===== config.mk =====
export PLATFORM = sky130hd
export DESIGN_NAME = fan_setpoint_hysteresis_controller_top
export DESIGN_NICKNAME = d
export VERILOG_FILES = /design/src/rtl/fshc_pkg.sv /design/src/rtl/fshc_csr_regs.sv /design/src/rtl/fshc_step.sv /design/src/rtl/fan_setpoint_hysteresis_controller_top.sv
export SDC_FILE = /design/constraint.sdc
export NUM_CORES = 1
export LEC_CHECK = 0
export BUFFER_PORTS_ARGS = -buffer_cell sky130_fd_sc_hd__buf_4
export CAP_MARGIN = 15
export CORE_MARGIN = 3
export CORE_UTILIZATION = 31
export CTS_CLUSTER_SIZE = 20
export DETAILED_ROUTE_END_ITERATION = 8
export PLACE_DENSITY = 0.56
export SYNTH_ARGS = -nofsm -noshare
export SYNTH_HDL_FRONTEND = slang
export SYNTH_SLANG_ARGS = --single-unit

===== constraint.sdc =====
create_clock -name clock -period 39.3 [get_ports clock]
set_input_delay 3.93 -clock clock [delete_from_list [all_inputs] [get_ports clock]]
set_output_delay 3.93 -clock clock [all_outputs]
set_load 0.02 [all_outputs]

===== src/rtl/fshc_pkg.sv =====
// Shared types, codes and constants for the fan setpoint hysteresis controller.
// No dependencies; every other file in rtl/ imports this package.
package fshc_pkg;

   localparam int TEMP_W  = 18;
   localparam int SPEED_W = 16;

   // Ramp step per poll, and reciprocal for the speed/40 deadband:
   // x / 40 == (x * 52429) >> 21 for every 16-bit x.
   localparam logic [SPEED_W-1:0] RAMP_STEP   = 16'd200;
   localparam logic [SPEED_W-1:0] DIV40_RECIP = 16'd52429;
   localparam int                 DIV40_SHIFT = 21;

   localparam logic [TEMP_W-1:0]  RAISE_RESET   = 18'd86000;
   localparam logic [TEMP_W-1:0]  LOWER_RESET   = 18'd84000;
   localparam logic [TEMP_W-1:0]  ENGAGE_RESET  = 18'd84000;
   localparam logic [TEMP_W-1:0]  RELEASE_RESET = 18'd74000;
   localparam logic [SPEED_W-1:0] FLOOR_RESET   = 16'd3500;
   localparam logic [SPEED_W-1:0] CEILING_RESET = 16'd5000;

   typedef enum logic [1:0] {
      MODE_AUTO = 2'd0,
      MODE_HIGH = 2'd1,
      MODE_FULL = 2'd2
   } mode_type;

   typedef enum logic [2:0] {
      CSR_RAISE   = 3'd0,
      CSR_LOWER   = 3'd1,
      CSR_ENGAGE  = 3'd2,
      CSR_RELEASE = 3'd3,
      CSR_FLOOR   = 3'd4,
      CSR_CEILING = 3'd5
   } csr_index_type;

   typedef struct packed {
      logic [TEMP_W-1:0]  raise_threshold;
      logic [TEMP_W-1:0]  lower_threshold;
      logic [TEMP_W-1:0]  engage_threshold;
      logic [TEMP_W-1:0]  release_threshold;
      logic [SPEED_W-1:0] speed_floor;
      logic [SPEED_W-1:0] speed_ceiling;
   } cfg_type;

   typedef struct packed {
      logic               temp_ok;
      logic [TEMP_W-1:0]  temperature;
      logic               rpm_ok;
      logic [SPEED_W-1:0] fan_speed;
   } sample_type;

   typedef struct packed {
      logic               engaged;
      logic [SPEED_W-1:0] target;
      mode_type           last_mode;
   } state_type;

   typedef struct packed {
      mode_type           drive_mode;
      logic               mode_changed;
      logic [SPEED_W-1:0] speed_target;
      logic               engaged_now;
   } result_type;

   typedef struct packed {
      logic       res_valid;
      result_type result;
      state_type  state_next;
   } step_type;

endpackage


===== src/rtl/fshc_csr_regs.sv =====
// Configuration register bank: thresholds and speed limits.
// Depends on fshc_pkg for the register index codes and the cfg_type bundle.
module fshc_csr_regs
   import fshc_pkg::*;
(
   input  logic                clock,
   input  logic                reset,
   input  logic                wr_en,
   input  logic [2:0]          wr_index,
   input  logic [TEMP_W-1:0]   wr_data,
   output cfg_type             cfg
);

   cfg_type cfg_ff;
   cfg_type cfg_in;

   always_comb begin
      cfg_in = cfg_ff;
      if (wr_en) begin
         case (wr_index)
            CSR_RAISE:   cfg_in.raise_threshold   = wr_data;
            CSR_LOWER:   cfg_in.lower_threshold   = wr_data;
            CSR_ENGAGE:  cfg_in.engage_threshold  = wr_data;
            CSR_RELEASE: cfg_in.release_threshold = wr_data;
            CSR_FLOOR:   cfg_in.speed_floor       = wr_data[SPEED_W-1:0];
            CSR_CEILING: cfg_in.speed_ceiling     = wr_data[SPEED_W-1:0];
            default:     cfg_in = cfg_ff;  // drop writes past the last register
         endcase
      end
   end

   always_ff @(posedge clock) begin
      if (reset) begin
         cfg_ff.raise_threshold   <= RAISE_RESET;
         cfg_ff.lower_threshold   <= LOWER_RESET;
         cfg_ff.engage_threshold  <= ENGAGE_RESET;
         cfg_ff.release_threshold <= RELEASE_RESET;
         cfg_ff.speed_floor       <= FLOOR_RESET;
         cfg_ff.speed_ceiling     <= CEILING_RESET;
      end else begin
         cfg_ff <= cfg_in;
      end
   end

   assign cfg = cfg_ff;

endmodule


===== src/rtl/fshc_step.sv =====
// One poll step: engagement hysteresis, setpoint ramp with clamps, mode pick.
// Pure combinational; depends on fshc_pkg for the sample, state and result types.
module fshc_step
   import fshc_pkg::*;
(
   input  cfg_type    cfg,
   input  state_type  state,
   input  sample_type sample,
   output step_type   step
);

   logic                      engaged_next;
   logic                      do_raise;
   logic                      do_lower;
   logic [SPEED_W:0]          up_sum;
   logic [SPEED_W-1:0]        up_val;
   logic signed [SPEED_W+1:0] dn_diff;
   logic [SPEED_W-1:0]        dn_val;
   logic [SPEED_W-1:0]        cur;
   logic [2*SPEED_W-1:0]      recip_prod;
   logic [SPEED_W-1:0]        deadband;
   logic [SPEED_W-1:0]        full_limit;
   mode_type                  mode;

   always_comb begin
      // engage check first, release check wins if both hit
      engaged_next = (state.engaged | (sample.temperature > cfg.engage_threshold))
                   & ~(sample.temperature < cfg.release_threshold);
      do_raise = sample.temperature > cfg.raise_threshold;
      do_lower = sample.temperature < cfg.lower_threshold;

      up_sum = {1'b0, state.target} + {1'b0, RAMP_STEP};
      if (!do_raise) begin
         up_val = state.target;
      end else if (up_sum > {1'b0, cfg.speed_ceiling}) begin
         up_val = cfg.speed_ceiling;
      end else begin
         up_val = up_sum[SPEED_W-1:0];
      end

      // signed so a ramp below zero clamps to the floor instead of wrapping
      dn_diff = $signed({2'b00, up_val}) - $signed({2'b00, RAMP_STEP});
      if (dn_diff < $signed({2'b00, cfg.speed_floor})) begin
         dn_val = cfg.speed_floor;
      end else begin
         dn_val = dn_diff[SPEED_W-1:0];
      end

      cur = do_lower ? dn_val : up_val;

      recip_prod = {{SPEED_W{1'b0}}, cur} * {{SPEED_W{1'b0}}, DIV40_RECIP};
      deadband   = SPEED_W'(recip_prod >> DIV40_SHIFT);
      full_limit = cur - deadband;

      if (!engaged_next) begin
         mode = MODE_AUTO;
      end else if (sample.rpm_ok && (sample.fan_speed < full_limit)) begin
         mode = MODE_FULL;
      end else if (sample.rpm_ok && (sample.fan_speed > cur)) begin
         mode = MODE_HIGH;
      end else begin
         mode = state.last_mode;
      end

      step.res_valid           = sample.temp_ok;
      step.result.drive_mode   = mode;
      step.result.mode_changed = (mode != state.last_mode);
      step.result.speed_target = engaged_next ? cur : state.target;
      step.result.engaged_now  = engaged_next;

      // an invalid temperature leaves the state untouched
      if (sample.temp_ok) begin
         step.state_next.engaged   = engaged_next;
         step.state_next.target    = engaged_next ? cur : state.target;
         step.state_next.last_mode = mode;
      end else begin
         step.state_next = state;
      end
   end

endmodule


===== src/rtl/fan_setpoint_hysteresis_controller_top.sv =====
// Top level: input register, controller state, result register, CSR bank.
// Depends on fshc_pkg, fshc_csr_regs and fshc_step.

// The block takes one poll sample per clock cycle unless the rsp side stalls,
// and returns its result through the input register, then the result register; a
// sample with temp_ok low is consumed and gives no rsp transfer. The rate is
// set by the state update loop, where engagement, setpoint and last mode are
// computed and written back to the state register so the next sample sees them.
// A stalled rsp side holds one result in the output register and one sample
// in the input register before req_tready drops. csr_ready is always high;
// write registers only while no sample is in flight.
module fan_setpoint_hysteresis_controller_top
   import fshc_pkg::*;
(
   input  logic        clock,
   input  logic        reset,
   input  logic        req_tvalid,
   output logic        req_tready,
   input  logic [39:0] req_tdata,   // temperature[17:0], fan_speed[33:18], zero pad
   input  logic [1:0]  req_tuser,   // temp_ok[0], rpm_ok[1]
   output logic        rsp_tvalid,
   input  logic        rsp_tready,
   output logic [23:0] rsp_tdata,   // drive_mode[1:0], mode_changed[2],
                                    // speed_target[18:3], engaged_now[19], zero pad
   input  logic        csr_valid,
   output logic        csr_ready,
   input  logic [2:0]  csr_index,
   input  logic [17:0] csr_data
);

   cfg_type    cfg;
   step_type   step;

   logic       in_valid_ff;
   logic       in_valid_in;
   sample_type in_ff;
   sample_type in_in;
   state_type  state_ff;
   state_type  state_in;
   logic       rsp_valid_ff;
   logic       rsp_valid_in;
   result_type rsp_ff;
   result_type rsp_in;
   logic       advance;
   logic       fire;

   assign csr_ready = 1'b1;

   fshc_csr_regs u_csr (
      .clock    (clock),
      .reset    (reset),
      .wr_en    (csr_valid && csr_ready),
      .wr_index (csr_index),
      .wr_data  (csr_data),
      .cfg      (cfg)
   );

   fshc_step u_step (
      .cfg    (cfg),
      .state  (state_ff),
      .sample (in_ff),
      .step   (step)
   );

   always_comb begin
      advance    = !rsp_valid_ff || rsp_tready;
      req_tready = !in_valid_ff || advance;
      fire       = in_valid_ff && advance;

      in_valid_in = req_tready ? req_tvalid : in_valid_ff;
      in_in       = in_ff;
      if (req_tvalid && req_tready) begin
         in_in.temp_ok     = req_tuser[0];
         in_in.temperature = req_tdata[17:0];
         in_in.rpm_ok      = req_tuser[1];
         in_in.fan_speed   = req_tdata[33:18];
      end

      state_in     = fire ? step.state_next : state_ff;
      rsp_valid_in = fire ? step.res_valid : (rsp_valid_ff && !rsp_tready);
      rsp_in       = (fire && step.res_valid) ? step.result : rsp_ff;
   end

   always_ff @(posedge clock) begin
      if (reset) begin
         in_valid_ff        <= 1'b0;
         rsp_valid_ff       <= 1'b0;
         state_ff.engaged   <= 1'b0;
         state_ff.target    <= CEILING_RESET;
         state_ff.last_mode <= MODE_AUTO;
      end else begin
         in_valid_ff  <= in_valid_in;
         rsp_valid_ff <= rsp_valid_in;
         state_ff     <= state_in;
      end
   end

   always_ff @(posedge clock) begin
      in_ff  <= in_in;
      rsp_ff <= rsp_in;
   end

   assign rsp_tvalid = rsp_valid_ff;
   assign rsp_tdata  = {4'b0000, rsp_ff.engaged_now, rsp_ff.speed_target,
                        rsp_ff.mode_changed, rsp_ff.drive_mode};

`ifndef NO_ASSERTIONS
   a_auto_when_released: assert property (@(posedge clock) disable iff (reset)
      rsp_valid_ff && !rsp_ff.engaged_now |-> rsp_ff.drive_mode == MODE_AUTO)
      else $error("result released from control but mode is not auto");

   a_invalid_temp_holds_state: assert property (@(posedge clock) disable iff (reset)
      fire && !in_ff.temp_ok |=> $stable(state_ff))
      else $error("sample with invalid temperature changed the state");

   a_sample_held_on_stall: assert property (@(posedge clock) disable iff (reset)
      in_valid_ff && !advance |=> in_valid_ff && $stable(in_ff))
      else $error("queued sample lost while result side stalled");

   a_reset_clears_rsp: assert property (@(posedge clock)
      reset |=> !rsp_valid_ff && !state_ff.engaged)
      else $error("result valid or engaged after reset");
`endif

endmodule


## Word-level counts from Yosys, hierarchy flattened

Cells that the tools add are included.

- Word-level logic and storage cells: 68
- Output and inout port bits: 27
- Input port bits: 68
- Register bits after elaboration: 181

- Bitwise gates (word level): 3
- Order comparisons: 8
- Multipliers: 1
- Equal/unequal tests: 6
- Mux-type cells: 9
- Add/sub/neg operators: 3
- Reductions and logical operators: 19

Operator list:

| cell | number |
|---|---|
| $mux W16 | 5 |
| $gt A18 B18 Y1 | 2 |
| $lt A18 B18 Y1 | 2 |
| $mul A16 B16 Y32 const B | 1 |
| $lt A18 B17 Y1 | 1 |
| $add A16 B8 Y17 const B | 1 |
| $gt A17 B16 Y1 | 1 |
| $sub A16 B8 Y17 const B | 1 |
| $gt A16 B16 Y1 | 1 |
| $lt A16 B16 Y1 | 1 |
| $sub A16 B11 Y16 | 1 |
| $reduce_and A2 Y1 | 7 |
| $eq A3 B2 Y1 const B | 2 |
| $eq A3 B3 Y1 const B | 2 |
| $logic_and A1 B1 Y1 | 6 |
| $mux W2 | 3 |
| $eq A3 B1 Y1 const B | 1 |
| $logic_not A1 Y1 | 3 |
| $logic_not A3 Y1 | 1 |
| $logic_or A1 B1 Y1 | 2 |
| $ne A2 B2 Y1 | 1 |
| $and A1 B1 Y1 | 1 |
| $mux W1 | 1 |
| $not A1 Y1 | 1 |
| $or A1 B1 Y1 | 1 |

## Depth between registers and ports, before layout

- Depth after elaboration: 15
- Gate-level depth with buffers: 79
- Depth with buffers taken out: 76

## Hierarchy

A second synthesis with hierarchy kept.

- Cells, all modules: 1915
- Area, all modules: 17374.2 um2

By module, submodules not included:

| module | instances | area an instance (um2) | cells an instance |
|---|---|---|---|
| fshc_step | 1 | 10615.2 | 1374 |
| fshc_csr_regs | 1 | 4110.2 | 384 |
| fan_setpoint_hysteresis_controller_top | 1 | 2648.8 | 157 |

## Worst setup path after synthesis

Ideal clock, no wire load.

- Path kind: register -> register
- From: reg state_ff[6] in the netlist's numbering
- To: reg rsp_ff, in the netlist rsp_tdata[2], data pin
- Setup time: 0.266 ns
- Setup slack: 23.666 ns
- Required time: 39.034 ns
- Path buffers: 2
- Cell stages (with the launch flop): 72
- Arrival: 15.368 ns
- Cell sequence: dfxtp_1 -> ha_1 -> a21oi_1 -> nor2b_1 -> nor2_1 -> nand3_1 -> xnor2_1 -> ha_1 -> and3_1 -> a211oi_1 -> a31oi_2 -> a21oi_2 -> nand2_1 -> a211o_1 -> o21ai_0 -> ha_1 -> inv_1 -> o21ai_0 -> [36 not listed] -> nand2b_1 -> xnor2_1 -> ha_1 -> o21a_1 -> o21a_1 -> o21a_1 -> o21a_1 -> o21a_1 -> o21a_1 -> o21a_1 -> o21a_1 -> o21ai_0 -> a21boi_0 -> o2111ai_1 -> and4b_1 -> buf_1 -> and4b_1 -> nor4_1

RTL lines:

| what | line | source |
|---|---|---|
| start: declaration | fan_setpoint_hysteresis_controller_top.sv:38 | `state_type state_ff;` |
| start signal: assignment | fan_setpoint_hysteresis_controller_top.sv:94 | `state_ff <= state_in;` |
| end signal: assignment | fan_setpoint_hysteresis_controller_top.sv:100 | `rsp_ff <= rsp_in;` |
| end: declaration | fan_setpoint_hysteresis_controller_top.sv:42 | `result_type rsp_ff;` |

==> results.cfg <==
[worst_setup_path]
worstSetupStartpointType = flip-flop
crit_slowest_cell = a31oi_4
reg2reg_depth = 72
r2r_slack_ns = 20.01
criticalPathCategory = flip-flop to flip-flop
startpoint = state_ff[6]
critPathArrivalTime_ns = 19.54
crit_end = rsp_tdata[2]
cp_max_fo = 22
reg2reg_from = state_ff[6]
cp_slowest_stage_delay_ns = 0.60
endpoint_kind = flip-flop
worstPathRequired_ns = 39.55
r2r-end = rsp_tdata[2]

[floorplan]
core-area_um2 = 52800
start_util_pct = 31.5
fp-row-count = 84
dieArea_um2 = 56400
io_pins = 95
die_x_um = 238
die_height_um = 238

[cells_and_area]
drive_above_1_share_pct = 9.28
final_cell_count_no_fill = 2671
fill_cells = 5470
final_nets = 2389
final_common_cell = inv_1
most-common-layout-cells = inv_1, ha_1, nand2_1
diodes = 0
area_growth_pct = 11.8

[synth]
synthesis.area_um2 = 16600
synth_edf_count = 56
syn_area_per_cell_um2 = 8.69
postSynth.asyncResetShare_pct = 0
synth_seq_cells = 181
synth_warnings = 0
synth_cell_types = 94
yosysSeqAreaShare_pct = 25.2
synth_top_flop_cell = dfxtp_1
synthCells = 1912

[sta]
slew_viol_final = 0
hold_viol = 0
tns_ns = 0
relSlewSlack_pct = 27.5
rsz0062_at_grt = false
fin_skew_ns = 0.00952
fmax_mhz = 51.8
setup_violations = 0
finalCritPeriodShare_pct = 49.1
worst_slew_pin_slew_ns = 1.06
min_period_ns = 19.29

[grt]
grt_max_degree = 87
grt_antenna_before_repair = 1
grt_usage_pct = 17.2
grt_pass1_wl_um = 75100
grt_pass1_vias = 13100
grt_overflow = 0

[route]
m1WireLength_um = 23700
route.met2.wl_um = 21500
drcViolationCount = 0
highest_layer = met4
antenna_left = 0
drt_iter0_markers = 872
wirelength_um = 48700
vias_per_cell = 5.13
vias = 13700
dr_wl_met3_um = 2910
wl_per_cell_um = 18.2
dr.pass1.iters = 6

[clocking]
clkTransAtPathRegs_ns = 0.08
cts_made_buffers = 17
cts_hold_buf = 0
clk_latency_ns = 0.46
cts_buffer_depth = 2
post_cts_resized = 0
cts_tree = done
htreeDepth = 4
cts_setup_buffers = 0
cts_root_buf = clkbuf_16
clkSinkCount = 181

[placed_design]
dpl.cell_count = 2639
hpwl_um = 38100
gp_congestion = 0.900
io_buffers = 83

[run_status]
outcome = finished, final reports clean

[min_path]
min_path_type = flip-flop to flip-flop

[run]
drv_cap = 0
critical path: cells and delay by family (launching register included):
kind | cells | cell delay (ns)
flops | 1 | 0.45
fa+ha+maj | 13 | 5.17
xor+xnor | 4 | 0.73
simple gates | 21 | 5.05
buf+inv | 6 | 0.37
compound gates | 28 | 7.29
state kept, by name, summed over array words and instances, names as in the netlist:
register / count
u_csr.cfg: 104
in_ff: 36
rsp_tdata: 20
state_ff: 19
in_valid_ff: 1
rsp_tvalid: 1
kinds of logic (layout without fill, tap and decap cells):
| group | count (synthesis) | after routing | synth area share, % |
|---|---|---|---|
| AO/OA/AOI/OAI | 438 | 438 | 17.6 |
| buffers and inverters | 375 | 443 | 8.77 |
| multiplexers | 24 | 24 | 1.49 |
| AND/OR/NAND/NOR | 490 | 490 | 14.2 |
| flip-flops | 181 | 181 | 25.2 |
| other | 2 | 5 | 0.0452 |
| XOR/XNOR | 51 | 51 | 2.69 |
| adder cells (fa/ha/maj) | 351 | 351 | 30.0 |
cells in the mapped netlist, types with 8 or more instances:
library cell	instances	share of area, %
nand2b_1	15	0.56
a211o_1	11	0.58
a31oi_1	8	0.30
nand3_1	28	0.84
nor2_1	58	1.3
xor2_1	17	0.90
and2_1	11	0.41
or2_2	8	0.30
nor2b_1	17	0.64
a21o_1	43	1.9
clkbuf_1	46	1.0
fa_1	80	9.6
nand4_1	25	0.94
nand2_1	252	5.7
inv_1	306	6.9
o211ai_1	41	1.9
mux2i_1	18	1.1
xnor2_1	34	1.8
a211oi_1	10	0.45
dfxtp_1	125	15
o21ai_0	57	1.7
and3_1	13	0.49
buf_4	10	0.45
edfxtp_1	56	10
buf_2	9	0.27
nor3_1	25	0.75
o21a_1	27	1.2
ha_1	271	20
a21oi_1	161	4.9
how the worst min path moves through the flow:
stage              startpoint              to  slack [ns]  cells past startpoint
6_report        u_csr.cfg[65]   u_csr.cfg[65]        0.45                      2
5_1_grt         u_csr.cfg[42]   u_csr.cfg[42]        0.47                      2
4_1_cts         u_csr.cfg[32]   u_csr.cfg[32]        0.45                      2
3_5_place_dp    u_csr.cfg[32]   u_csr.cfg[32]        0.44                      2
3_3_place_gp    u_csr.cfg[33]   u_csr.cfg[33]        0.44                      2
2_1_floorplan  u_csr.cfg[101]  u_csr.cfg[101]        0.44                      2
cell type report:
cell class / instances / area (µm²) / share of cell area, %
flip-flops and latches: 181 / 4180 / 22.5
repair buffers: 102 / 766 / 4.12
clock buffers: 17 / 425 / 2.29
multi-input cells: 1359 / 11000 / 59.3
inverters: 309 / 1160 / 6.24
well taps: 688 / 861 / 4.63
clock inverters: 15 / 165 / 0.889
layer usage:
metal	up-vias	GRT usage, %
li1	6654	-
met1	6633	25.0
met2	383	26.7
met3	37	3.21
met4	0	3.39
met5	-	0
metrics by stage:
| step | hold WS (ns) | cell area (µm²) | setup WS, ns | utilization (%) |
|---|---|---|---|---|
| finish | 0.454 | 18600 | 20.01 | 35.2 |
| global placement | 0.440 | 18000 | 20.46 | 34.1 |
| CTS | 0.454 | 18600 | 20.19 | 35.2 |
| detailed placement | 0.443 | 18000 | 20.30 | 34.1 |
| global route | 0.474 | 18600 | 18.96 | 35.2 |
| floorplan | 0.436 | 16600 | 23.67 | - |
Power is left out: the tool's default activity adds up to more than one toggle a clock period on the data nets, which glitch-free logic cannot reach.
